==> src/bfa_pkg.sv <==
// Shared types and constants for the best-fit boundary-tag allocator.
`timescale 1ns / 1ps

package bfa_pkg;

    localparam int TAG_W  = 16;  // one boundary tag per heap word
    localparam int POS_W  = 16;  // word positions plus block lengths, with headroom
    localparam int REQ_W  = 13;
    localparam int OFF_W  = 12;
    localparam int NEED_W = 14;  // rounded request plus header, in bytes

    localparam logic [TAG_W-1:0] TAG_BUSY      = 16'h0001;
    localparam logic [TAG_W-1:0] TAG_PREV_BUSY = 16'h0002;
    localparam logic [TAG_W-1:0] TAG_SIZE_MASK = 16'hFFFC;

    localparam logic OP_ALLOC = 1'b0;
    localparam logic OP_FREE  = 1'b1;

    localparam logic STATUS_OK   = 1'b0;
    localparam logic STATUS_FAIL = 1'b1;

    typedef enum logic [3:0] {
        ST_CLEAR,
        ST_IDLE,
        ST_A_WALK,
        ST_A_FIN,
        ST_A_SPLIT,
        ST_A_FOOT,
        ST_F_HDR,
        ST_F_PREV,
        ST_F_NEXT,
        ST_F_WH,
        ST_F_WF,
        ST_F_CN,
        ST_RESP
    } bfa_state_t;

    typedef struct packed {
        logic             opcode;
        logic [REQ_W-1:0] request_size;
        logic [OFF_W-1:0] payload_offset;
    } bfa_cmd_t;

    typedef struct packed {
        logic             valid;
        logic             status;
        logic [OFF_W-1:0] offset;
    } bfa_resp_t;

endpackage

==> src/bfa_seq.sv <==
// Sequencer and shared datapath that walk and rewrite the boundary tags.
`timescale 1ns / 1ps

module bfa_seq #(
    parameter int HEAP_WORDS = 1024
) (
    input  logic                          aclk,
    input  logic                          aresetn,
    input  logic                          start,
    input  bfa_pkg::bfa_cmd_t             cmd,
    input  logic                          out_free,
    output logic                          seq_ready,
    output bfa_pkg::bfa_resp_t            resp,
    output logic                          wr_en,
    output logic [$clog2(HEAP_WORDS)-1:0] wr_addr,
    output logic [bfa_pkg::TAG_W-1:0]     wr_data,
    output logic [$clog2(HEAP_WORDS)-1:0] rd_addr,
    input  logic [bfa_pkg::TAG_W-1:0]     rd_data
);

    localparam int AW = $clog2(HEAP_WORDS);
    localparam int TW = bfa_pkg::TAG_W;
    localparam int PW = bfa_pkg::POS_W;
    localparam int NW = bfa_pkg::NEED_W;
    localparam int OW = bfa_pkg::OFF_W;
    localparam logic [PW-1:0] HW_POS    = PW'(HEAP_WORDS);
    localparam logic [PW-1:0] HB_POS    = PW'(HEAP_WORDS * 4);
    localparam logic [TW-1:0] HB_TAG    = TW'(HEAP_WORDS * 4);
    localparam logic [AW-1:0] LAST_ADDR = AW'(HEAP_WORDS - 1);

    bfa_pkg::bfa_state_t state_reg, state_next;

    logic [AW-1:0]  clr_cnt_reg, clr_cnt_next;
    logic           op_reg, op_next;
    logic [PW-1:0]  pos_reg, pos_next;
    logic [NW-1:0]  need_reg, need_next;
    logic [AW-1:0]  best_reg, best_next;
    logic [TW-1:0]  best_diff_reg, best_diff_next;
    logic           best_pred_reg, best_pred_next;
    logic           pred_reg, pred_next;
    logic           found_reg, found_next;
    logic [PW-1:0]  nxt_reg, nxt_next;
    logic [PW-1:0]  h_reg, h_next;
    logic [PW-1:0]  head_reg, head_next;
    logic [PW-1:0]  foot_reg, foot_next;
    logic [TW-1:0]  total_reg, total_next;
    logic           res_status_reg, res_status_next;
    logic [OW-1:0]  res_off_reg, res_off_next;

    logic [TW-1:0]  tag_size;
    logic [PW-1:0]  tag_words;
    logic [PW-1:0]  pos_sum;
    logic [TW:0]    fit_diff;
    logic           fits;
    logic [NW-1:0]  need_calc;
    logic [PW-1:0]  free_h;
    logic           free_ok;
    logic [PW-1:0]  nxt_end;
    logic [PW-1:0]  split_foot;
    logic [PW-1:0]  foot_succ;
    logic [TW-1:0]  pred_tag;

    // Shared datapath terms, most of them driven from the tag just read.
    assign tag_size  = rd_data & bfa_pkg::TAG_SIZE_MASK;
    assign tag_words = PW'(tag_size >> 2);
    assign pos_sum   = pos_reg + tag_words;
    assign fit_diff  = {1'b0, tag_size} - {{(TW + 1 - NW){1'b0}}, need_reg};
    assign fits      = !fit_diff[TW];
    assign nxt_end   = nxt_reg + tag_words;
    assign split_foot = nxt_reg + PW'(best_diff_reg >> 2) - PW'(1);
    assign foot_succ = foot_reg + PW'(1);
    assign pred_tag  = pred_reg ? bfa_pkg::TAG_PREV_BUSY : '0;

    assign need_calc = ((NW'(cmd.request_size) + NW'(3)) & ~NW'(3)) + NW'(4);
    assign free_h    = PW'(cmd.payload_offset >> 2) - PW'(1);
    assign free_ok   = (cmd.payload_offset[1:0] == 2'b00)
                    && (cmd.payload_offset[OW-1:2] != '0)
                    && (PW'(cmd.payload_offset) < HB_POS);

    always_ff @(posedge aclk) begin
        if (!aresetn) begin
            state_reg   <= bfa_pkg::ST_CLEAR;
            clr_cnt_reg <= '0;
        end else begin
            state_reg   <= state_next;
            clr_cnt_reg <= clr_cnt_next;
        end
    end

    always_ff @(posedge aclk) begin
        op_reg         <= op_next;
        pos_reg        <= pos_next;
        need_reg       <= need_next;
        best_reg       <= best_next;
        best_diff_reg  <= best_diff_next;
        best_pred_reg  <= best_pred_next;
        pred_reg       <= pred_next;
        found_reg      <= found_next;
        nxt_reg        <= nxt_next;
        h_reg          <= h_next;
        head_reg       <= head_next;
        foot_reg       <= foot_next;
        total_reg      <= total_next;
        res_status_reg <= res_status_next;
        res_off_reg    <= res_off_next;
    end

    always_comb begin
        state_next      = state_reg;
        clr_cnt_next    = clr_cnt_reg;
        op_next         = op_reg;
        pos_next        = pos_reg;
        need_next       = need_reg;
        best_next       = best_reg;
        best_diff_next  = best_diff_reg;
        best_pred_next  = best_pred_reg;
        pred_next       = pred_reg;
        found_next      = found_reg;
        nxt_next        = nxt_reg;
        h_next          = h_reg;
        head_next       = head_reg;
        foot_next       = foot_reg;
        total_next      = total_reg;
        res_status_next = res_status_reg;
        res_off_next    = res_off_reg;
        wr_en           = 1'b0;
        wr_addr         = '0;
        wr_data         = '0;
        rd_addr         = '0;
        seq_ready       = 1'b0;
        resp            = '0;

        unique case (state_reg)
            bfa_pkg::ST_CLEAR: begin
                // Sweep the whole tag memory once after reset.
                wr_en   = 1'b1;
                wr_addr = clr_cnt_reg;
                if (clr_cnt_reg == '0) begin
                    wr_data = HB_TAG | bfa_pkg::TAG_PREV_BUSY;
                end else if (clr_cnt_reg == LAST_ADDR) begin
                    wr_data = HB_TAG;
                end
                clr_cnt_next = clr_cnt_reg + AW'(1);
                if (clr_cnt_reg == LAST_ADDR) begin
                    state_next = bfa_pkg::ST_IDLE;
                end
            end

            bfa_pkg::ST_IDLE: begin
                seq_ready = 1'b1;
                if (start) begin
                    op_next         = cmd.opcode;
                    res_status_next = bfa_pkg::STATUS_FAIL;
                    res_off_next    = '0;
                    if (cmd.opcode == bfa_pkg::OP_ALLOC) begin
                        need_next  = need_calc;
                        pos_next   = '0;
                        pred_next  = 1'b1;
                        found_next = 1'b0;
                        rd_addr    = '0;
                        if (cmd.request_size == '0) begin
                            state_next = bfa_pkg::ST_RESP;
                        end else begin
                            state_next = bfa_pkg::ST_A_WALK;
                        end
                    end else begin
                        h_next  = free_h;
                        rd_addr = free_h[AW-1:0];
                        if (free_ok) begin
                            state_next = bfa_pkg::ST_F_HDR;
                        end else begin
                            state_next = bfa_pkg::ST_RESP;
                        end
                    end
                end
            end

            bfa_pkg::ST_A_WALK: begin
                // One block header per cycle; the next address comes straight
                // from the header just read.
                if (tag_size == '0) begin
                    state_next = bfa_pkg::ST_A_FIN;
                end else begin
                    if ((rd_data & bfa_pkg::TAG_BUSY) == '0) begin
                        if (fits && (!found_reg || fit_diff[TW-1:0] < best_diff_reg)) begin
                            found_next     = 1'b1;
                            best_next      = pos_reg[AW-1:0];
                            best_diff_next = fit_diff[TW-1:0];
                            best_pred_next = pred_reg;
                        end
                        pred_next = 1'b0;
                    end else begin
                        pred_next = 1'b1;
                    end
                    pos_next = pos_sum;
                    rd_addr  = pos_sum[AW-1:0];
                    if (pos_sum >= HW_POS) begin
                        state_next = bfa_pkg::ST_A_FIN;
                    end
                end
            end

            bfa_pkg::ST_A_FIN: begin
                if (!found_reg) begin
                    state_next = bfa_pkg::ST_RESP;
                end else begin
                    wr_en    = 1'b1;
                    wr_addr  = best_reg;
                    wr_data  = TW'(need_reg) | bfa_pkg::TAG_BUSY
                             | (best_pred_reg ? bfa_pkg::TAG_PREV_BUSY : '0);
                    nxt_next = PW'(best_reg) + PW'(need_reg >> 2);
                    rd_addr  = nxt_next[AW-1:0];
                    res_status_next = bfa_pkg::STATUS_OK;
                    res_off_next    = OW'((PW'(best_reg) + PW'(1)) << 2);
                    state_next      = bfa_pkg::ST_A_SPLIT;
                end
            end

            bfa_pkg::ST_A_SPLIT: begin
                // The word after the allocated block either becomes the
                // remainder's header or just learns that its predecessor is busy.
                wr_en   = (nxt_reg < HW_POS);
                wr_addr = nxt_reg[AW-1:0];
                if (best_diff_reg != '0) begin
                    wr_data    = best_diff_reg | bfa_pkg::TAG_PREV_BUSY;
                    state_next = bfa_pkg::ST_A_FOOT;
                end else begin
                    wr_data    = rd_data | bfa_pkg::TAG_PREV_BUSY;
                    state_next = bfa_pkg::ST_RESP;
                end
            end

            bfa_pkg::ST_A_FOOT: begin
                wr_en      = (split_foot < HW_POS);
                wr_addr    = split_foot[AW-1:0];
                wr_data    = best_diff_reg | bfa_pkg::TAG_PREV_BUSY;
                state_next = bfa_pkg::ST_RESP;
            end

            bfa_pkg::ST_F_HDR: begin
                nxt_next = h_reg + tag_words;
                if (tag_size == '0 || (h_reg + tag_words) > HW_POS) begin
                    state_next = bfa_pkg::ST_RESP;
                end else begin
                    total_next = tag_size;
                    pred_next  = rd_data[1];
                    head_next  = h_reg;
                    wr_en      = 1'b1;
                    wr_addr    = h_reg[AW-1:0];
                    wr_data    = rd_data & ~bfa_pkg::TAG_BUSY;
                    if (h_reg != '0 && !rd_data[1]) begin
                        rd_addr    = AW'(h_reg - PW'(1));
                        state_next = bfa_pkg::ST_F_PREV;
                    end else begin
                        rd_addr    = nxt_next[AW-1:0];
                        state_next = bfa_pkg::ST_F_NEXT;
                    end
                end
            end

            bfa_pkg::ST_F_PREV: begin
                // Merge with the previous block through its footer.
                if (tag_size != '0 && tag_words <= h_reg) begin
                    pred_next  = rd_data[1];
                    total_next = total_reg + tag_size;
                    head_next  = h_reg - tag_words;
                end
                rd_addr    = nxt_reg[AW-1:0];
                state_next = bfa_pkg::ST_F_NEXT;
            end

            bfa_pkg::ST_F_NEXT: begin
                foot_next = nxt_reg - PW'(1);
                if (nxt_reg < HW_POS && !rd_data[0] && tag_size != '0
                    && nxt_end <= HW_POS) begin
                    total_next = total_reg + tag_size;
                    foot_next  = nxt_end - PW'(1);
                end
                state_next = bfa_pkg::ST_F_WH;
            end

            bfa_pkg::ST_F_WH: begin
                wr_en      = (head_reg < HW_POS);
                wr_addr    = head_reg[AW-1:0];
                wr_data    = total_reg + pred_tag;
                state_next = bfa_pkg::ST_F_WF;
            end

            bfa_pkg::ST_F_WF: begin
                wr_en      = (foot_reg < HW_POS);
                wr_addr    = foot_reg[AW-1:0];
                wr_data    = (total_reg & ~bfa_pkg::TAG_BUSY) + pred_tag;
                rd_addr    = foot_succ[AW-1:0];
                state_next = bfa_pkg::ST_F_CN;
            end

            bfa_pkg::ST_F_CN: begin
                wr_en           = (foot_succ < HW_POS);
                wr_addr         = foot_succ[AW-1:0];
                wr_data         = rd_data & ~bfa_pkg::TAG_PREV_BUSY;
                res_status_next = bfa_pkg::STATUS_OK;
                res_off_next    = '0;
                state_next      = bfa_pkg::ST_RESP;
            end

            bfa_pkg::ST_RESP: begin
                resp.valid  = 1'b1;
                resp.status = res_status_reg;
                resp.offset = res_off_reg;
                if (out_free) begin
                    state_next = bfa_pkg::ST_IDLE;
                end
            end

            default: begin
                state_next = bfa_pkg::ST_IDLE;
            end
        endcase
    end

`ifndef ASSERT_OFF
    a_no_write_in_resp: assert property (@(posedge aclk) disable iff (!aresetn)
        (state_reg == bfa_pkg::ST_RESP || state_reg == bfa_pkg::ST_IDLE) |-> !wr_en)
        else $error("tag memory written while no operation is running");

    a_start_leaves_idle: assert property (@(posedge aclk) disable iff (!aresetn)
        (start && seq_ready) |=> (state_reg != bfa_pkg::ST_IDLE))
        else $error("accepted word did not start an operation");

    a_free_offset_zero: assert property (@(posedge aclk) disable iff (!aresetn)
        (resp.valid && op_reg == bfa_pkg::OP_FREE) |-> (resp.offset == '0))
        else $error("free reported a nonzero offset");

    a_alloc_offset_aligned: assert property (@(posedge aclk) disable iff (!aresetn)
        (resp.valid && op_reg == bfa_pkg::OP_ALLOC && resp.status == bfa_pkg::STATUS_OK)
        |-> (resp.offset[1:0] == 2'b00))
        else $error("allocated offset is not word aligned");
`endif

endmodule

==> config.mk <==
export PLATFORM = sky130hd
export DESIGN_NAME = bfa_seq
export DESIGN_NICKNAME = d
export VERILOG_FILES = /design/src/bfa_pkg.sv /design/src/bfa_seq.sv
export SDC_FILE = /design/constraint.sdc
export NUM_CORES = 1
export LEC_CHECK = 0
export BUFFER_PORTS_ARGS = -buffer_cell sky130_fd_sc_hd__buf_2
export CORE_ASPECT_RATIO = 1.4
export CORE_UTILIZATION = 40
export CTS_BUF_LIST = sky130_fd_sc_hd__clkbuf_16
export DETAILED_ROUTE_END_ITERATION = 10
export HOLD_SLACK_MARGIN = 0.03
export PLACE_DENSITY = 0.57
export SYNTH_ARGS = -nofsm -noshare
export SYNTH_HDL_FRONTEND = slang
export SYNTH_SLANG_ARGS = --single-unit
export TNS_END_PERCENT = 1
==> constraint.sdc <==
create_clock -name aclk -period 12 [get_ports aclk]
set_input_delay 0.6 -clock aclk [delete_from_list [all_inputs] [get_ports aclk]]
set_output_delay 0.6 -clock aclk [all_outputs]
set_load 0.1 [all_outputs]
After elaboration in Yosys (flattened, before gate mapping)
Index checks and enable logic that the tools add are counted.
{"block": "op_classes", "addsub": 20, "mul": 0, "div_mod_pow": 0, "magnitude_cmp": 10, "n_eq_ne": 25, "n_shift": 0, "muxes": 69, "bitwise_logic": 3, "n_reduce_logical": 41}
{"cell": "16-bit 2-to-1 mux", "count": 12}
{"cell": "16-bit case mux with 8 select lines", "count": 1}
{"cell": "16-bit case mux with 2 select lines", "count": 3}
{"cell": "16-bit by 11-bit < comparator with 1-bit output, second input constant", "count": 5}
{"cell": "10-bit 2-to-1 mux", "count": 8}
{"cell": "10-bit case mux with 8 select lines", "count": 1}
{"cell": "16-bit by 14-bit adder with 16-bit output", "count": 4}
{"cell": "10-bit case mux with 6 select lines", "count": 1}
{"cell": "4-bit 2-to-1 mux", "count": 12}
{"cell": "16-bit case mux with 3 select lines", "count": 1}
{"cell": "4-bit case mux with 12 select lines", "count": 1}
{"cell": "16-bit nonzero test", "count": 3}
{"cell": "16-bit by 1-bit subtractor with 16-bit output, second input constant", "count": 3}
{"cell": "12-bit case mux with 3 select lines", "count": 1}
{"cell": "16-bit by 2-bit adder with 16-bit output", "count": 2}
{"cell": "16-bit zero test", "count": 2}
{"cell": "14-bit 2-to-1 mux", "count": 2}
{"cell": "13-bit 2-to-1 mux", "count": 2}
{"cell": "12-bit 2-to-1 mux", "count": 2}
{"cell": "2-bit != test, second input constant", "count": 11}
{"cell": "10-bit by 1-bit adder with 10-bit output, second input constant", "count": 2}
{"cell": "4-bit == test, second input constant", "count": 5}
{"cell": "16-bit by 14-bit subtractor with 17-bit output", "count": 1}
{"cell": "16-bit by 1-bit adder with 16-bit output, second input constant", "count": 1}
{"cell": "other kinds (41)", "count": 82}
{"block": "totals", "ff_bits": 161, "latch_bits": 0, "mem_bits_rw": 0, "mem_bits_ro": 0, "input_bits": 46, "out_inout_bits": 52, "word_cells": 184, "memories": 0}

Longest topological paths before layout
{"block": "logic_depth", "word_depth": 8, "depth_mapped": 21, "ltp_nobuf": 20}

Worst setup path before layout
No wires, ideal clock.
{"block": "synth_path", "kind": "register to output", "from": "register nxt_reg[1]", "to": "output wr_en", "arrival_time_ns": 6.035, "required_ns": 11.400, "path_slack_ns": 5.365, "stages_incl_launch_ff": 16, "n_path_buf": 0, "path_cell_list": "edfxtp_1 -> inv_1 -> ha_1 -> inv_1 -> ha_1 -> fa_1 -> a21o_1 -> a211oi_1 -> nor2_1 -> nor4_1 -> o41a_1 -> o21ai_0 -> a21o_1 -> a21oi_1 -> xor2_1 -> o41ai_1"}
{"block": "synth_via", "elab_chain_cells": 4, "elab_cells_between_ends": 5, "cone_classes": "add/sub (2); order compare (2); mux (1)"}
{"element": "start, declared", "line": "bfa_seq.sv:42", "source": "logic [PW-1:0] nxt_reg, nxt_next;"}
{"element": "start signal, assigned", "line": "bfa_seq.sv:99", "source": "nxt_reg <= nxt_next;"}
{"element": "16-bit by 14-bit adder with 16-bit output", "line": "bfa_seq.sv:70", "source": "assign split_foot = nxt_reg + PW'(best_diff_reg >> 2) - PW'(1);"}
{"element": "16-bit by 1-bit subtractor with 16-bit output", "line": "bfa_seq.sv:70"}
{"element": "16-bit by 11-bit < comparator with 1-bit output", "line": "bfa_seq.sv:234", "source": "wr_en = (split_foot < HW_POS);"}
{"element": "1-bit case mux with 8 select lines *", "line": "bfa_seq.sv:133", "source": "unique case (state_reg)"}
{"element": "end, declared", "line": "bfa_seq.sv:14", "source": "output logic wr_en,"}
Every way passes the cells marked *; elsewhere a longest branch is shown, timed or not.

Final worst setup path
{"block": "layout_path", "from": "input rd_data[3] (netlist bit)", "to": "output wr_data[11] (netlist bit)"}
{"block": "layout_via", "elab_chain_cells": 5, "elab_cells_between_ends": 6, "cone_classes": "add/sub (1); order compare (1); mux (2); reduce/logical (2)"}
{"element": "start, declared", "line": "bfa_seq.sv:18", "source": "input logic [bfa_pkg::TAG_W-1:0] rd_data"}
{"element": "16-bit by 14-bit adder with 16-bit output", "line": "bfa_seq.sv:242", "source": "if (tag_size == '0 || (h_reg + tag_words) > HW_POS) begin"}
{"element": "16-bit by 11-bit greater-than comparator with 1-bit output", "line": "bfa_seq.sv:242"}
{"element": "1-bit logical OR *", "line": "bfa_seq.sv:242"}
{"element": "16-bit 2-to-1 mux *", "line": "bfa_seq.sv:242"}
{"element": "16-bit case mux with 8 select lines *", "line": "bfa_seq.sv:133"}
{"element": "end, declared", "line": "bfa_seq.sv:16", "source": "output logic [bfa_pkg::TAG_W-1:0] wr_data,"}
Marks and branches as above.

==> impl_results.md <==
* Status: finished clean
* Fraction of layout cells with a size suffix above 1 at 0.1061
* Crit. End Element: output pin
* Syn Area/Cell at 8.676 um2
* Largest net degree at the start of global routing at 27
* Cells after synthesis at 1622
* Main synth FF type: edfxtp_1
* Final RePlAce weighted congestion at between 1 and 1.5
* Count of flip-flops with a built-in enable after synthesis at 139
* Max Fclk at 159.4 MHz
* RSZ-0062 raised after global routing: false
* Num Clock Sinks at 153
* Die area at 0.03595 mm2
* Synth async-reset ratio at 0
* H-Tree Depth at 4
* Multi-input gate area at 0.008902 mm2
* Hold_sp: cmd[21]
* Worst Setup Path Type: in2out
* Initial Utilization at 0.4099
* Synthesized flop and latch total at 153
* Max layer used: met5
* Reg2Reg Launch Point: need_reg[3]$_DFFE_PP_
* Met3 routed WL at around 4000 um
* Die Width at 160.5 um
* Register area at 0.004454 mm2
* Initial antenna violation count at 1
* Port bufs at 95
* CTS tree: yes
* Drt total wl at 56040 um
* Number of DRC markers in iteration 0 at 1280
* Clk buf depth at 2
* Antenna viol nets, final at 0
* TritonCTS buffer count at 17
* Sequential fraction of the synthesis area at 0.3165
* Placed Instances at 2144
* Met1 wire length at 21080 um
* Fill count at roughly 3.4k
* Number of remaining DRC errors at 0
* Critical path startpoint: rd_data[3]
* CP Data Arrival Time at ~5700 ps
* Clk_lat worst skew at between 400 and 500 ps
* Vias at 13.16k
* Final cell count without fillers at 2176
* Pins Over Slew Limit at 0
* Io pins at 98
* Syn. warnings at 0
* Cell Area, Synth at 0.01407 mm2
* Root buffer cell: clkbuf_16
* Postcts setup bufs at 0
* Placed wire-length estimate at 44740 um
* PD cells at 159.9 mW/mm2
* Pre-antenna DRT Iters at 8
* Global-route wire length before repair at 81420 um
* PostCTS Resize Cnt at 0
* # rows at 80
* Antenna Cells at 0
* Met2 Wirelength at approximately 27000 um
* Distinct cells, synth at 84
* Worst-margin pin slew at 1087 ps
* Via density at 6.047
* Worst Skew at 15.09 ps
* Number of max-cap violations at 0
* HP Class: in2reg
* Max IR drop VDD at approximately 0.25 mV
* Layout area overhead at 11.79%
* Final setup viols at 0
* CP required at 11400 ps
* Vias in the first global route at ~13k
* Routed len/inst at 25.75 um
* Hold bufs inserted after CTS at 0
* Fin Setup TNS at 0 ps
* Core area at ~0.034 mm2
* Global Route Usage Sum at 0.3152
* Clk slew on worst S/H paths at 80 ps
* WHS at approximately 440 ps
* Final Hold Viols at 0
* Slew HR at 0.2746
* Fin crit share at 0.5228
* Die height at roughly 220 um
* Crit Path Max Fanout at 14
* Startpoint Class: input pin
* Overall Power at 2515 uW
* GRT Residual Overflow at 0
* Final Critical Period at 6273 ps
* Layout Nets at about 1.9k
* Pleak at 0.006593 uW
==> per-stage QoR <==
step	area (um2)	worst slack, ps	util
global route	15730	5382	0.4582
detailed placement	15110	5752	0.4400
CTS	15730	5726	0.4582
floorplan	14080	5365	-
finish	15730	5727	0.4582
global placement	15110	5903	0.4400
==> cell type report <==
type,count,area share
clock buffers,17,0.02704
clock inverters,15,0.01273
inverters,149,0.03555
multi-input cells,1276,0.5659
flip-flops and latches,153,0.2831
well taps,451,0.03587
repair buffers,115,0.03977
==> metal layers <==
layer	vias to the layer above	GRT usage
li1	6100	-
met1	6279	0.3636
met2	593	0.5295
met3	184	0.05388
met4	2	0.2203
met5	-	0
==> cell usage in the layout, fill, tap and decap left out, types with 16 or more instances in the layout <==
master and n:
nand2_1 163, inv_1 146, ha_1 144, edfxtp_1 139, nor2_1 126, o21ai_0 103, xnor2_1 100, buf_2 95
a21oi_1 87, xor2_1 50, nand3_1 41, nor3_1 40, a21o_1 26, and2_1 24, and3_1 20, a222oi_1 20
buf_4 20, nor4_1 19, nand2b_1 18, nor2b_1 17, nand4_1 17, clkbuf_16 17, a31oi_1 16
==> worst max-delay path: stages <==
cell and delay [ps]:
buf_2 320, inv_1 340, ha_1 420, nand2b_1 170, a221o_1 320, nor3b_2 190, o41ai_1 310, xor2_1 270
nor4b_1 490, o2111ai_1 260, nor3_4 710, buf_4 370, nor2_2 180, o21ai_0 240, buf_2 470
==> path summary, 6_finish.rpt <==
path	end	slack, ps	depth (start not counted)
max	wr_data[11]	5730	15
min	need_reg[9]$_DFFE_PP_	440	2
max reg2reg	best_diff_reg[14]$_DFFE_PP_	6480	19
min reg2reg	best_reg[6]$_DFFE_PP_	460	0
==> synthesized netlist by cell type (all sizes together) (17+ instances only) <==
cell    count  area, um2
nand4      17      106.4
xor2       50      437.9
a21oi      88      444.2
nand3      42      215.2
a21o       26      195.2
nor2b      17      106.4
nor4       20      125.1
nand2     163      611.8
a222oi     20      200.2
xnor2     100      875.8
o21ai     115      579.3
nand2b     18      112.6
edfxtp    139       4174
clkbuf     34      127.6
and3       20      125.1
and2       26      162.6
inv       147      551.8
nor2      130      490.5
ha        144       1802
nor3       42      221.5
==> where the power goes <==
group          switching, uW  total, uW  internal, uW
Combinational            850       1170           321
Clock                    268        603           336
Sequential              77.0        740           663
==> cell families after synthesis <==
group	count (synthesis)	synth area share
flops	153	0.3165
fa+ha+maj	152	0.1394
buf+inv	194	0.05361
other cells	1	0.0002665
compound gates	412	0.1959
xor+xnor	150	0.09336
simple gates	544	0.1894
mux	16	0.01156
Note: power is estimated with default switching activity, not from simulation.
